File: src/design/adnd_pkg.sv
// Package for the ADPCM nibble decoder: types, action codes, step and index tables.
package adnd_pkg;

    localparam int SAMPLE_W = 16;
    localparam int INDEX_W  = 7;
    localparam logic [INDEX_W-1:0] MAX_INDEX = 7'd88;
    localparam logic signed [17:0] SAT_POS = 18'sh07FFF;
    localparam logic signed [17:0] SAT_NEG = -18'sh07FFF;

    typedef enum logic [1:0] {
        ACT_HEADER  = 2'd0,
        ACT_DECODE  = 2'd1,
        ACT_RESTORE = 2'd2
    } action_t;

    typedef struct packed {
        logic [1:0]  action;
        logic [31:0] header_word;
        logic [7:0]  data_byte;
        logic        high_nibble;
        logic        save_loop;
    } item_t;

    typedef struct packed {
        logic signed [SAMPLE_W-1:0] predictor;
        logic [INDEX_W-1:0]         index;
        logic signed [SAMPLE_W-1:0] loop_predictor;
        logic [INDEX_W-1:0]         loop_index;
    } dec_state_t;

    function automatic logic signed [7:0] index_adjust(input logic [2:0] code);
        logic signed [7:0] adj;
        case (code)
            3'd4:    adj = 8'sd2;
            3'd5:    adj = 8'sd4;
            3'd6:    adj = 8'sd6;
            3'd7:    adj = 8'sd8;
            default: adj = -8'sd1;
        endcase
        return adj;
    endfunction

    function automatic logic [15:0] step_lookup(input logic [INDEX_W-1:0] idx);
        logic [15:0] s;
        case (idx)
            7'd0:  s = 16'h0007; 7'd1:  s = 16'h0008; 7'd2:  s = 16'h0009; 7'd3:  s = 16'h000A;
            7'd4:  s = 16'h000B; 7'd5:  s = 16'h000C; 7'd6:  s = 16'h000D; 7'd7:  s = 16'h000E;
            7'd8:  s = 16'h0010; 7'd9:  s = 16'h0011; 7'd10: s = 16'h0013; 7'd11: s = 16'h0015;
            7'd12: s = 16'h0017; 7'd13: s = 16'h0019; 7'd14: s = 16'h001C; 7'd15: s = 16'h001F;
            7'd16: s = 16'h0022; 7'd17: s = 16'h0025; 7'd18: s = 16'h0029; 7'd19: s = 16'h002D;
            7'd20: s = 16'h0032; 7'd21: s = 16'h0037; 7'd22: s = 16'h003C; 7'd23: s = 16'h0042;
            7'd24: s = 16'h0049; 7'd25: s = 16'h0050; 7'd26: s = 16'h0058; 7'd27: s = 16'h0061;
            7'd28: s = 16'h006B; 7'd29: s = 16'h0076; 7'd30: s = 16'h0082; 7'd31: s = 16'h008F;
            7'd32: s = 16'h009D; 7'd33: s = 16'h00AD; 7'd34: s = 16'h00BE; 7'd35: s = 16'h00D1;
            7'd36: s = 16'h00E6; 7'd37: s = 16'h00FD; 7'd38: s = 16'h0117; 7'd39: s = 16'h0133;
            7'd40: s = 16'h0151; 7'd41: s = 16'h0173; 7'd42: s = 16'h0198; 7'd43: s = 16'h01C1;
            7'd44: s = 16'h01EE; 7'd45: s = 16'h0220; 7'd46: s = 16'h0256; 7'd47: s = 16'h0292;
            7'd48: s = 16'h02D4; 7'd49: s = 16'h031C; 7'd50: s = 16'h036C; 7'd51: s = 16'h03C3;
            7'd52: s = 16'h0424; 7'd53: s = 16'h048E; 7'd54: s = 16'h0502; 7'd55: s = 16'h0583;
            7'd56: s = 16'h0610; 7'd57: s = 16'h06AB; 7'd58: s = 16'h0756; 7'd59: s = 16'h0812;
            7'd60: s = 16'h08E0; 7'd61: s = 16'h09C3; 7'd62: s = 16'h0ABD; 7'd63: s = 16'h0BD0;
            7'd64: s = 16'h0CFF; 7'd65: s = 16'h0E4C; 7'd66: s = 16'h0FBA; 7'd67: s = 16'h114C;
            7'd68: s = 16'h1307; 7'd69: s = 16'h14EE; 7'd70: s = 16'h1706; 7'd71: s = 16'h1954;
            7'd72: s = 16'h1BDC; 7'd73: s = 16'h1EA5; 7'd74: s = 16'h21B6; 7'd75: s = 16'h2515;
            7'd76: s = 16'h28CA; 7'd77: s = 16'h2CDF; 7'd78: s = 16'h315B; 7'd79: s = 16'h364B;
            7'd80: s = 16'h3BB9; 7'd81: s = 16'h41B2; 7'd82: s = 16'h4844; 7'd83: s = 16'h4F7E;
            7'd84: s = 16'h5771; 7'd85: s = 16'h602F; 7'd86: s = 16'h69CE; 7'd87: s = 16'h7462;
            default: s = 16'h7FFF;
        endcase
        return s;
    endfunction

endpackage

File: src/design/adnd_core.sv
// Next-state logic of the ADPCM nibble decoder for one item.
module adnd_core
    import adnd_pkg::*;
(
    input  item_t      item,
    input  dec_state_t cur,
    output dec_state_t nxt
);

    logic [3:0]         code;
    logic [INDEX_W-1:0] idx;
    logic [15:0]        step;
    logic [17:0]        diff;
    logic signed [17:0] pred_wide;
    logic signed [17:0] pred_sum;
    logic signed [17:0] pred_sat;
    logic signed [7:0]  idx_sum;
    logic [INDEX_W-1:0] idx_new;
    logic [7:0]         hdr_idx;
    logic [INDEX_W-1:0] hdr_idx_sat;

    always_comb
    begin
        code = item.high_nibble ? item.data_byte[7:4] : item.data_byte[3:0];
        idx  = (cur.index > MAX_INDEX) ? MAX_INDEX : cur.index;
        step = step_lookup(idx);

        diff = {5'd0, step[15:3]};
        if (code[0])
        begin
            diff = diff + {4'd0, step[15:2]};
        end
        if (code[1])
        begin
            diff = diff + {3'd0, step[15:1]};
        end
        if (code[2])
        begin
            diff = diff + {2'd0, step};
        end

        pred_wide = {{2{cur.predictor[SAMPLE_W-1]}}, cur.predictor};
        if (code[3])
        begin
            pred_sum = pred_wide - $signed(diff);
            pred_sat = (pred_sum < SAT_NEG) ? SAT_NEG : pred_sum;
        end
        else
        begin
            pred_sum = pred_wide + $signed(diff);
            pred_sat = (pred_sum > SAT_POS) ? SAT_POS : pred_sum;
        end

        idx_sum = $signed({1'b0, idx}) + index_adjust(code[2:0]);
        if (idx_sum < 8'sd0)
        begin
            idx_new = '0;
        end
        else if (idx_sum > $signed({1'b0, MAX_INDEX}))
        begin
            idx_new = MAX_INDEX;
        end
        else
        begin
            idx_new = idx_sum[INDEX_W-1:0];
        end

        hdr_idx     = item.header_word[23:16];
        hdr_idx_sat = (hdr_idx > {1'b0, MAX_INDEX}) ? MAX_INDEX : hdr_idx[INDEX_W-1:0];

        nxt = cur;
        case (action_t'(item.action))
            ACT_HEADER:
            begin
                nxt.predictor      = item.header_word[15:0];
                nxt.index          = hdr_idx_sat;
                nxt.loop_predictor = item.header_word[15:0];
                nxt.loop_index     = hdr_idx_sat;
            end
            ACT_DECODE:
            begin
                nxt.predictor = pred_sat[SAMPLE_W-1:0];
                nxt.index     = idx_new;
                if (item.save_loop)
                begin
                    nxt.loop_predictor = pred_sat[SAMPLE_W-1:0];
                    nxt.loop_index     = idx_new;
                end
            end
            ACT_RESTORE:
            begin
                nxt.predictor = cur.loop_predictor;
                nxt.index     = cur.loop_index;
            end
            default:
            begin
                nxt = cur;
            end
        endcase
    end

endmodule

File: src/design/adpcm_nibble_decoder_top.sv
// Top level of the ADPCM nibble decoder: input register, decoder state and result register.
//
// Channel  Dir  tdata (low bit up)                                          tuser
// s_axis   in   header_word[31:0] data_byte[39:32] high_nibble[40]
//               save_loop[41], zero[47:42]                                  action[1:0]
// m_axis   out  sample[15:0] step_index[22:16], zero[23]                    -
//
// One item per cycle sustained while m_axis_tready stays high; each item's result is registered.
// The item register feeds the step-table lookup, add and clamp into the result register.
// Reset clears decoder state, loop state and both valid flags.
// A stalled result holds in the output register while one more item waits in the
// item register; s_axis_tready drops only when both are full.
module adpcm_nibble_decoder_top
    import adnd_pkg::*;
(
    input  logic        clk,
    input  logic        rst_n,
    input  logic        s_axis_tvalid,
    output logic        s_axis_tready,
    input  logic [47:0] s_axis_tdata,  // header_word, data_byte, high_nibble, save_loop
    input  logic [1:0]  s_axis_tuser,  // action
    output logic        m_axis_tvalid,
    input  logic        m_axis_tready,
    output logic [23:0] m_axis_tdata   // sample, step_index
);

    item_t      item_reg;
    logic       item_valid_reg;
    dec_state_t state_reg;
    dec_state_t state_next;
    logic [23:0] out_data_reg;
    logic       out_valid_reg;
    logic       advance;
    logic       accept;

    assign advance       = item_valid_reg && (!out_valid_reg || m_axis_tready);
    assign s_axis_tready = !item_valid_reg || advance;
    assign accept        = s_axis_tvalid && s_axis_tready;
    assign m_axis_tvalid = out_valid_reg;
    assign m_axis_tdata  = out_data_reg;

    adnd_core u_core
    (
        .item (item_reg),
        .cur  (state_reg),
        .nxt  (state_next)
    );

    always_ff @(posedge clk or negedge rst_n)
    begin
        if (!rst_n)
        begin
            item_valid_reg <= 1'b0;
            out_valid_reg  <= 1'b0;
            state_reg      <= '0;
        end
        else
        begin
            if (accept)
            begin
                item_valid_reg <= 1'b1;
            end
            else if (advance)
            begin
                item_valid_reg <= 1'b0;
            end

            if (advance)
            begin
                out_valid_reg <= 1'b1;
                state_reg     <= state_next;
            end
            else if (m_axis_tready)
            begin
                out_valid_reg <= 1'b0;
            end
        end
    end

    always_ff @(posedge clk)
    begin
        if (accept)
        begin
            item_reg.action      <= s_axis_tuser;
            item_reg.header_word <= s_axis_tdata[31:0];
            item_reg.data_byte   <= s_axis_tdata[39:32];
            item_reg.high_nibble <= s_axis_tdata[40];
            item_reg.save_loop   <= s_axis_tdata[41];
        end
        if (advance)
        begin
            out_data_reg <= {1'b0, state_next.index, state_next.predictor};
        end
    end

endmodule

File: config.mk
export PLATFORM = sky130hd
export DESIGN_NAME = adpcm_nibble_decoder_top
export DESIGN_NICKNAME = d
export VERILOG_FILES = /design/src/design/adnd_pkg.sv /design/src/design/adnd_core.sv /design/src/design/adpcm_nibble_decoder_top.sv
export SDC_FILE = /design/constraint.sdc
export NUM_CORES = 1
export LEC_CHECK = 0
export ABC_CLOCK_PERIOD_IN_PS = 12020
export BUFFER_PORTS_ARGS = -buffer_cell sky130_fd_sc_hd__buf_4
export CAP_MARGIN = 20
export CORE_ASPECT_RATIO = 1.75
export CORE_MARGIN = 1.5
export CORE_UTILIZATION = 39
export CTS_BUF_LIST = sky130_fd_sc_hd__clkbuf_16
export DETAILED_ROUTE_END_ITERATION = 8
export GPL_ROUTABILITY_DRIVEN = 0
export MAX_ROUTING_LAYER = met4
export PLACE_DENSITY = 0.55
export SETUP_SLACK_MARGIN = 0.2
export SYNTH_ARGS = -nofsm -noshare
export SYNTH_HDL_FRONTEND = slang
export SYNTH_SLANG_ARGS = --single-unit
File: constraint.sdc
create_clock -name clk -period 12.02 [get_ports clk]
set_input_delay 3.005 -clock clk [delete_from_list [all_inputs] [get_ports clk]]
set_output_delay 3.005 -clock clk [all_outputs]
set_load 0.05 [all_outputs]
==> results_dict.tcl, run 1 <==
set metrics [dict create \
    place_area_um2 12560 \
    routed-via-count 10925 \
    antenna_left 0 \
    yosysTopAreaCell "edfxtp_1" \
    die_x_um 132.6 \
    clkLatencyLatePin_ns 0.36 \
    synth_edf_count 59 \
    grt_setup_unrepaired "false" \
    setup_violations 0 \
    yosysUniqueCellTypes 103 \
    design_area_um2 12860 \
    cts_tree "built" \
    largest_register_ffs 46 \
    cts-resized-gates 0 \
    ys_warn_count 0 \
    min_period_ns 10.90 \
    clkTransAtPathRegs_ns 0.08 \
    wl_per_cell_um 20.50 \
    holdPathStages 2 \
    syn_to_final_growth_pct 12.10 \
    cp_max_fo 10 \
    antenna_found_initial 0 \
    drcViolationCount 0 \
    num_rows 82 \
    synth-async-reset-ratio 0.4486 \
    critPathTopFamily "compound AO/OA/AOI/OAI gates" \
    netlist_top_cells_area "edfxtp_1 15%, dfrtp_1 10%, ha_1 10%" \
    cp.arrival_ns 11.06 \
    clock_path_buffers 2 \
    setup_tns_ns 0 \
    required_ns 12.18 \
    die-area_um2 30490 \
    io_buffers 64 \
    syn-cell-area_um2 11470 \
    max_freq_ghz 0.09176 \
    die_y_um 229.9 \
    drive_above_1_share 0.1597 \
    clockRootBuffer "clkbuf_16" \
    routed_wl_um 37150 \
    critPathSlowestCell "o41a_1" \
    hold_class "flop to flop" \
    ioPinCount 80 \
    r2r.worst_path.cells 46 \
    syn_nets 1528 \
    cts.sinks 107 \
    worst_slew_pin_slew_ns 1.104 \
    cts-hold-fix-buffers 0 \
    start_kind "flop" \
    drt_iter0_markers 953 \
    ys_ff_latch 107 \
    syn_avg_cell_area_um2 8.359 \
    crit_path_end_kind "flop" \
    vias_per_cell 6.029 \
    core_um2 28830 \
    antenna_cells 0 \
    grt_pass1_vias 10783 \
    critPathBufInv 7 \
    status "completed" \
    post-cts-setup-buffer-count 0 \
    grt_pass1_wl_um 58100 \
    hold_start "state_reg[6]$_DFFE_PN0P_" \
    ys.flop_type "edfxtp_1" \
    r2r-end "m_axis_tdata[1]$_DFFE_PP_" \
    rrSetupSlack_ns 1.12 \
    hpwl_um 28430 \
    slew_violations 0 \
    grt_use_total 0.2470 \
    r2r_start "state_reg[27]$_DFFE_PN0P_" \
    synth_seq_area_share 0.2592 \
    critPathMaxStageDelay_ns 0.52 \
    gr-total-overflow 0 \
    netlist_instances 1372 \
    hold_path_end "state_reg[6]$_DFFE_PN0P_" \
    slew-limit-headroom 0.2615 \
    critical_path_class "flop to flop" \
    skew_ns 0.01248 \
    yosysMostFrequentCell "nor2_1" \
    cap_violations 0 \
    final_nets 1585 \
    htreeDepth 3 \
    initial_utilization 0.3978 \
    period_share 0.9066 \
    synth_commonest_cells "132 x nor2_1, 110 x a21oi_1, 103 x nand2_1" \
    grt_max_degree 54 \
    cts-buffers-inserted 9 \
    first_pass_iters 6 \
    hold_viol 0 \
    yosysTopAreaCellShare 0.1545 \
]
[routing by layer]
| metal | global-route usage | part of all wire |
|---|---|---|
| met1 | 0.2498 | 0.38 |
| met4 | 0.1411 | 0.064 |
| met3 | 0.02271 | 0.032 |
| met2 | 0.4607 | 0.53 |
| met5 | - | 0 |
[final cells by class]
type                    count  area (um2)
multi-input cells        1114        7879
fillers                  2870       15970
flip-flops and latches    107        2973
inverters                  68       257.7
clock buffers               9       225.2
clock inverters             7       67.56
well taps                 378       473.0
repair buffers            129       980.9
[through the flow]
step / utilization / instances / hold WS [ns] / setup slack, ns
after floorplan: - / 1372 / 0.4334 / 2.489
final: 0.4459 / 1812 / 0.4739 / 1.122
after global placement: 0.4355 / 1795 / 0.4466 / 1.211
after CTS: 0.4457 / 1811 / 0.4709 / 1.048
after detailed placement: 0.4355 / 1795 / 0.4533 / 1.114
after global routing: 0.4459 / 1812 / 0.5225 / 0.2591
[worst reg2reg max path, delay by kind of cell (launching register included)]
| family | cells | cell delay [ns] |
|---|---|---|
| AO/OA/AOI/OAI | 19 | 4.24 |
| XOR/XNOR | 2 | 0.19 |
| adder cells (fa/ha/maj) | 7 | 2.24 |
| buffers and inverters | 7 | 1.15 |
| flip-flops | 1 | 0.38 |
| multiplexers | 2 | 0.56 |
| AND/OR/NAND/NOR | 9 | 1.92 |
[worst max-delay path by stage]
stage	endpoint	start	slack, ns	cells after the start
3_5_place_dp	m_axis_tdata[1]$_DFFE_PP_	state_reg[23]$_DFFE_PN0P_	1.11	44
6_report	m_axis_tdata[1]$_DFFE_PP_	state_reg[27]$_DFFE_PN0P_	1.12	46
2_1_floorplan	m_axis_tdata[3]$_DFFE_PP_	state_reg[26]$_DFFE_PN0P_	2.49	47
3_3_place_gp	m_axis_tdata[1]$_DFFE_PP_	state_reg[23]$_DFFE_PN0P_	1.21	44
4_1_cts	m_axis_tdata[1]$_DFFE_PP_	state_reg[27]$_DFFE_PN0P_	1.05	46
5_1_grt	m_axis_tdata[7]$_DFFE_PP_	state_reg[23]$_DFFE_PN0P_	0.26	44
[logic make-up after synthesis]
group	count (synthesis)	synth area share
other	1	0.0003270
flip-flops	107	0.2592
buffers and inverters	151	0.05422
XOR/XNOR	49	0.03742
AO/OA/AOI/OAI	513	0.3167
AND/OR/NAND/NOR	394	0.1635
multiplexers	54	0.05248
adder cells (fa/ha/maj)	103	0.1161
[layout by cell type (no fill, tap or decap), types with 8 or more instances in the layout]
| cell | instances |
|---|---|
| a211o_1 | 9 |
| a211oi_1 | 24 |
| a21o_1 | 34 |
| a22oi_1 | 16 |
| ha_1 | 96 |
| dfrtp_1 | 48 |
| inv_1 | 60 |
| buf_4 | 128 |
| mux2_2 | 29 |
| nor2_1 | 132 |
| a21oi_1 | 110 |
| a22o_1 | 11 |
| a221oi_1 | 8 |
| a31oi_1 | 22 |
| o21ai_0 | 99 |
| o211ai_1 | 16 |
| nand2_1 | 103 |
| nand2b_1 | 16 |
| o311ai_0 | 9 |
| o21a_1 | 14 |
| xor2_1 | 12 |
| xnor2_1 | 37 |
| and2_1 | 8 |
| o21bai_1 | 11 |
| nand3_1 | 25 |
| and3_1 | 11 |
| nor2b_1 | 16 |
| nor3_1 | 33 |
| edfxtp_1 | 59 |
| clkbuf_16 | 9 |
| mux2i_1 | 22 |
| o31ai_1 | 17 |
Power of run 1 is not shown: default switching activity piles up to over one toggle a cycle in this logic, so the estimate is an artifact.
==> run 2, diff against run 1 <==
ABC_CLOCK_PERIOD_IN_PS = 12400   (was 12020)
clock period = 12.4 ns   (was 12.02 ns; I/O delays follow)
==> results_dict.tcl, run 2 (synthesis gave the netlist of run 1 again) <==
set metrics [dict create \
    timing.hold.ws_ns 0.4898 \
    crit_top_cell "o21ai_0" \
    die-area_um2 30490 \
    worst_slew_pin_slew_ns 1.098 \
    cp.arrival_ns 11.30 \
    dp.cells 1768 \
    grt_max_degree 54 \
    hpwl_um 28350 \
    final_nets 1557 \
    design_area_um2 12640 \
    cap_violations 0 \
    status "completed" \
    drt_iter0_markers 671 \
    crit_path_end_kind "flop" \
    ioPinCount 80 \
    cts.sinks 107 \
    cp_max_fo 10 \
    final_common_cell "nor2_1" \
    mostFrequentLayoutCells "132 x nor2_1, 110 x a21oi_1, 103 x nand2_1" \
    vias_per_cell 6.089 \
    critPathSlowestCell "o41a_1" \
    initial_utilization 0.3978 \
    critPathBufInv 4 \
    post-cts-setup-buffer-count 0 \
    cts-resized-gates 0 \
    die_x_um 132.6 \
    routed_wl_um 36910 \
    syn_to_final_growth_pct 10.18 \
    grt_use_total 0.2474 \
    fill_cells 2882 \
    max_freq_ghz 0.08911 \
    setup_violations 0 \
    clockRootBuffer "clkbuf_16" \
    io_buffers 64 \
    cts-hold-fix-buffers 0 \
    critPathTopFamily "compound AO/OA/AOI/OAI gates" \
    drive_above_1_share 0.1437 \
    gr-total-overflow 0 \
    critical_path_class "flop to flop" \
    htreeDepth 3 \
    start_kind "flop" \
    multi_input_area_um2 7880 \
    slew-limit-headroom 0.2654 \
    clock_path_buffers 2 \
    antenna_left 0 \
    period_share 0.9050 \
    grt_pass1_wl_um 58240 \
    routed-via-count 10863 \
    drcViolationCount 0 \
    clkTransAtPathRegs_ns 0.08 \
    instances_no_fill 1784 \
    setup_tns_ns 0 \
    grt_setup_unrepaired "false" \
    wl_per_cell_um 20.69 \
    antenna_cells 0 \
    register_area_um2 2973 \
    cts-buffers-inserted 9 \
    core_um2 28830 \
    hold_viol 0 \
    cts_tree "built" \
    critPathMaxStageDelay_ns 0.56 \
    grt_pass1_vias 10713 \
    die_y_um 229.9 \
    largest_register_ffs 46 \
    required_ns 12.48 \
    min_period_ns 11.22 \
    place_area_um2 12340 \
    clkLatencyLatePin_ns 0.36 \
    hold_class "flop to flop" \
    num_rows 82 \
    first_pass_iters 5 \
    skew_ns 0.009578 \
    slew_violations 0 \
    antenna_found_initial 0 \
]
run 2: cell count changes in the layout (fill, tap and decap cells not counted), sizes merged:
cell | before | now
clkinv | 3 | 5
clkinvlp | 1 | 0
buf | 129 | 101
inv | 71 | 70
run 2: path summary, 6_finish.rpt:
path                                                 from                        end  slack, ns  cells past startpoint
worst max-delay path            state_reg[27]$_DFFE_PN0P_  m_axis_tdata[7]$_DFFE_PP_       1.18                     46
worst min-delay path             state_reg[5]$_DFFE_PN0P_   state_reg[5]$_DFFE_PN0P_       0.49                      2
worst max register to register  state_reg[27]$_DFFE_PN0P_  m_axis_tdata[7]$_DFFE_PP_       1.18                     46
worst min register to register   state_reg[5]$_DFFE_PN0P_   state_reg[5]$_DFFE_PN0P_       0.49                      2
max in group asynchronous                           rst_n  state_reg[14]$_DFFE_PN0P_       9.19                      1
min in group asynchronous                           rst_n  m_axis_tvalid$_DFFE_PN0P_       2.76                      1
run 2: stage by stage:
step | util | setup WS, ns
final | 0.4383 | 1.178
after detailed placement | 0.4280 | 1.021
after global placement | 0.4280 | 1.111
after CTS | 0.4382 | 0.9907
after floorplan | - | 2.869
after global routing | 0.4383 | 0.2515
run 2: tightest hold or removal path: stages, from the launching register on:
cell and delay [ns]:
dfrtp_1 0.35, nand2_1 0.04, o21ai_0 0.06
run 2: metal layers:
layer,global-route usage,wire length (um)
met5,-,0
met4,0.1569,2589
met3,0.01852,1293
met2,0.4488,19350
met1,0.2572,13680
run 2: final cells by class:
cell class,instances,share of cell area
repair buffers,101,0.06001
clock inverters,7,0.005446
clock buffers,9,0.01782
inverters,68,0.02040
well taps,378,0.03743
flip-flops and latches,107,0.2353
multi-input cells,1114,0.6236
Power of run 2 is left out for the same reason.
==> run 3, diff against run 2 <==
CORE_UTILIZATION = 45   (was 39)
PLACE_DENSITY = 0.61   (was 0.55)
==> results_dict.tcl, run 3 (synthesis gave the netlist of run 1 again) <==
set metrics [dict create \
    status "completed" \
    r2r.worst_path.cells 44 \
    r2r_start "state_reg[23]$_DFFE_PN0P_" \
    start_kind "flop" \
    setup_tns_ns 0 \
    dp_slack_ns 1.049 \
    critPathMaxStageDelay_ns 0.74 \
    critPathSlowestCell "dfrtp_1" \
    max_freq_ghz 0.08845 \
    die_y_um 214.2 \
    fin_ws_ns 1.094 \
    hold_path_end "state_reg[6]$_DFFE_PN0P_" \
    num_rows 77 \
    final_common_cell "nor2_1" \
    first_pass_iters 6 \
    core_um2 25150 \
    slew-limit-headroom 0.2600 \
    grt_pass1_vias 10757 \
    hold_class "flop to flop" \
    grt_pass1_wl_um 57480 \
    clockRootBuffer "clkbuf_16" \
    gr-total-overflow 0 \
    required_ns 12.47 \
    cp.arrival_ns 11.38 \
    wl_per_cell_um 21.25 \
    final_nets 1556 \
    grt_use_total 0.2862 \
    routed_wl_um 36600 \
    clkLatencyLatePin_ns 0.36 \
    drt_iter0_markers 846 \
    cap_violations 0 \
    initial_utilization 0.4561 \
    antenna_left 0 \
    critical_path_class "flop to flop" \
    period_share 0.9118 \
    rrSetupSlack_ns 1.09 \
    die-area_um2 26490 \
    drive_above_1_share 0.1431 \
    clkTransAtPathRegs_ns 0.07 \
    vias_per_cell 6.410 \
    htreeDepth 3 \
    routed-via-count 11038 \
    grt_setup_unrepaired "false" \
    die_x_um 123.7 \
    cts.sinks 107 \
    hold_start "state_reg[6]$_DFFE_PN0P_" \
    hpwl_um 27390 \
    antenna_found_initial 1 \
    cts_tree "built" \
    mostFrequentLayoutCells "132 x nor2_1, 110 x a21oi_1, 103 x nand2_1" \
    hold_viol 0 \
    setup_violations 0 \
    drcViolationCount 0 \
    crit_path_end_kind "flop" \
    cts-buffers-inserted 9 \
    min_period_ns 11.31 \
    cp_max_fo 13 \
    largest_register_ffs 46 \
    io_buffers 64 \
    crit_top_cell "o21ai_0" \
    clock_path_buffers 2 \
    holdPathStages 2 \
    r2r-end "m_axis_tdata[7]$_DFFE_PP_" \
    skew_ns 0.01022 \
    ioPinCount 80 \
    grt_max_degree 54 \
    syn_to_final_growth_pct 9.459 \
    worst_slew_pin_slew_ns 1.106 \
    slew_violations 0 \
]
run 3: layout make-up:
type | count | area (um2)
inverters | 68 | 257.7
repair buffers | 100 | 750.7
diodes | 1 | 2.502
well taps | 316 | 395.4
clock buffers | 9 | 225.2
clock inverters | 7 | 68.82
flip-flops and latches | 107 | 2973
fillers | 2448 | 12590
multi-input cells | 1114 | 7880
run 3: how the worst max path moves through the flow:
stage	start	to	slack, ns	depth (start not counted)
2_1_floorplan	state_reg[26]$_DFFE_PN0P_	m_axis_tdata[3]$_DFFE_PP_	2.87	47
3_3_place_gp	state_reg[27]$_DFFE_PN0P_	m_axis_tdata[10]$_DFFE_PP_	1.18	49
3_5_place_dp	state_reg[27]$_DFFE_PN0P_	m_axis_tdata[10]$_DFFE_PP_	1.05	49
4_1_cts	state_reg[27]$_DFFE_PN0P_	m_axis_tdata[10]$_DFFE_PP_	1.02	49
5_1_grt	state_reg[27]$_DFFE_PN0P_	m_axis_tdata[8]$_DFFE_PP_	0.31	44
6_report	state_reg[23]$_DFFE_PN0P_	m_axis_tdata[7]$_DFFE_PP_	1.09	44
run 3: repair_timing:
item                                    in CTS  in global routing
buffers inserted                             0                  0
resized for setup                            0                  2
hold buffers                                 0                  0
endpoints found under the setup margin       0                  3
run 3: worst max-delay path, delay by kind of cell, from the launching register on:
kind | cells | cell delay, ns
muxes | 1 | 0.28
buffers and inverters | 4 | 0.56
and+or+nand+nor | 8 | 1.92
DFF | 1 | 0.74
adders and majority gates | 7 | 2.01
AOI/OAI and AO/OA | 22 | 5.24
xor gates and xnor gates | 2 | 0.27
run 3: per-layer routing:
metal | vias to the layer above | track usage | part of all wire
met5 | - | - | 0
met4 | 0 | 0.1789 | 0.072
met1 | 5258 | 0.3015 | 0.36
li1 | 5209 | - | -
met3 | 154 | 0.04441 | 0.049
met2 | 417 | 0.4886 | 0.52
run 3: metrics by stage:
step,util,instances,cell area [um2],hold slack (ns)
3_3_place_gp,0.4874,1705,12260,0.4453
4_1_cts,0.4991,1721,12550,0.4674
3_5_place_dp,0.4874,1705,12260,0.4517
5_1_grt,0.4992,1722,12550,0.5111
6_report,0.4992,1722,12550,0.4700
2_1_floorplan,-,1372,11470,0.4334
Power of run 3 is left out for the same reason.
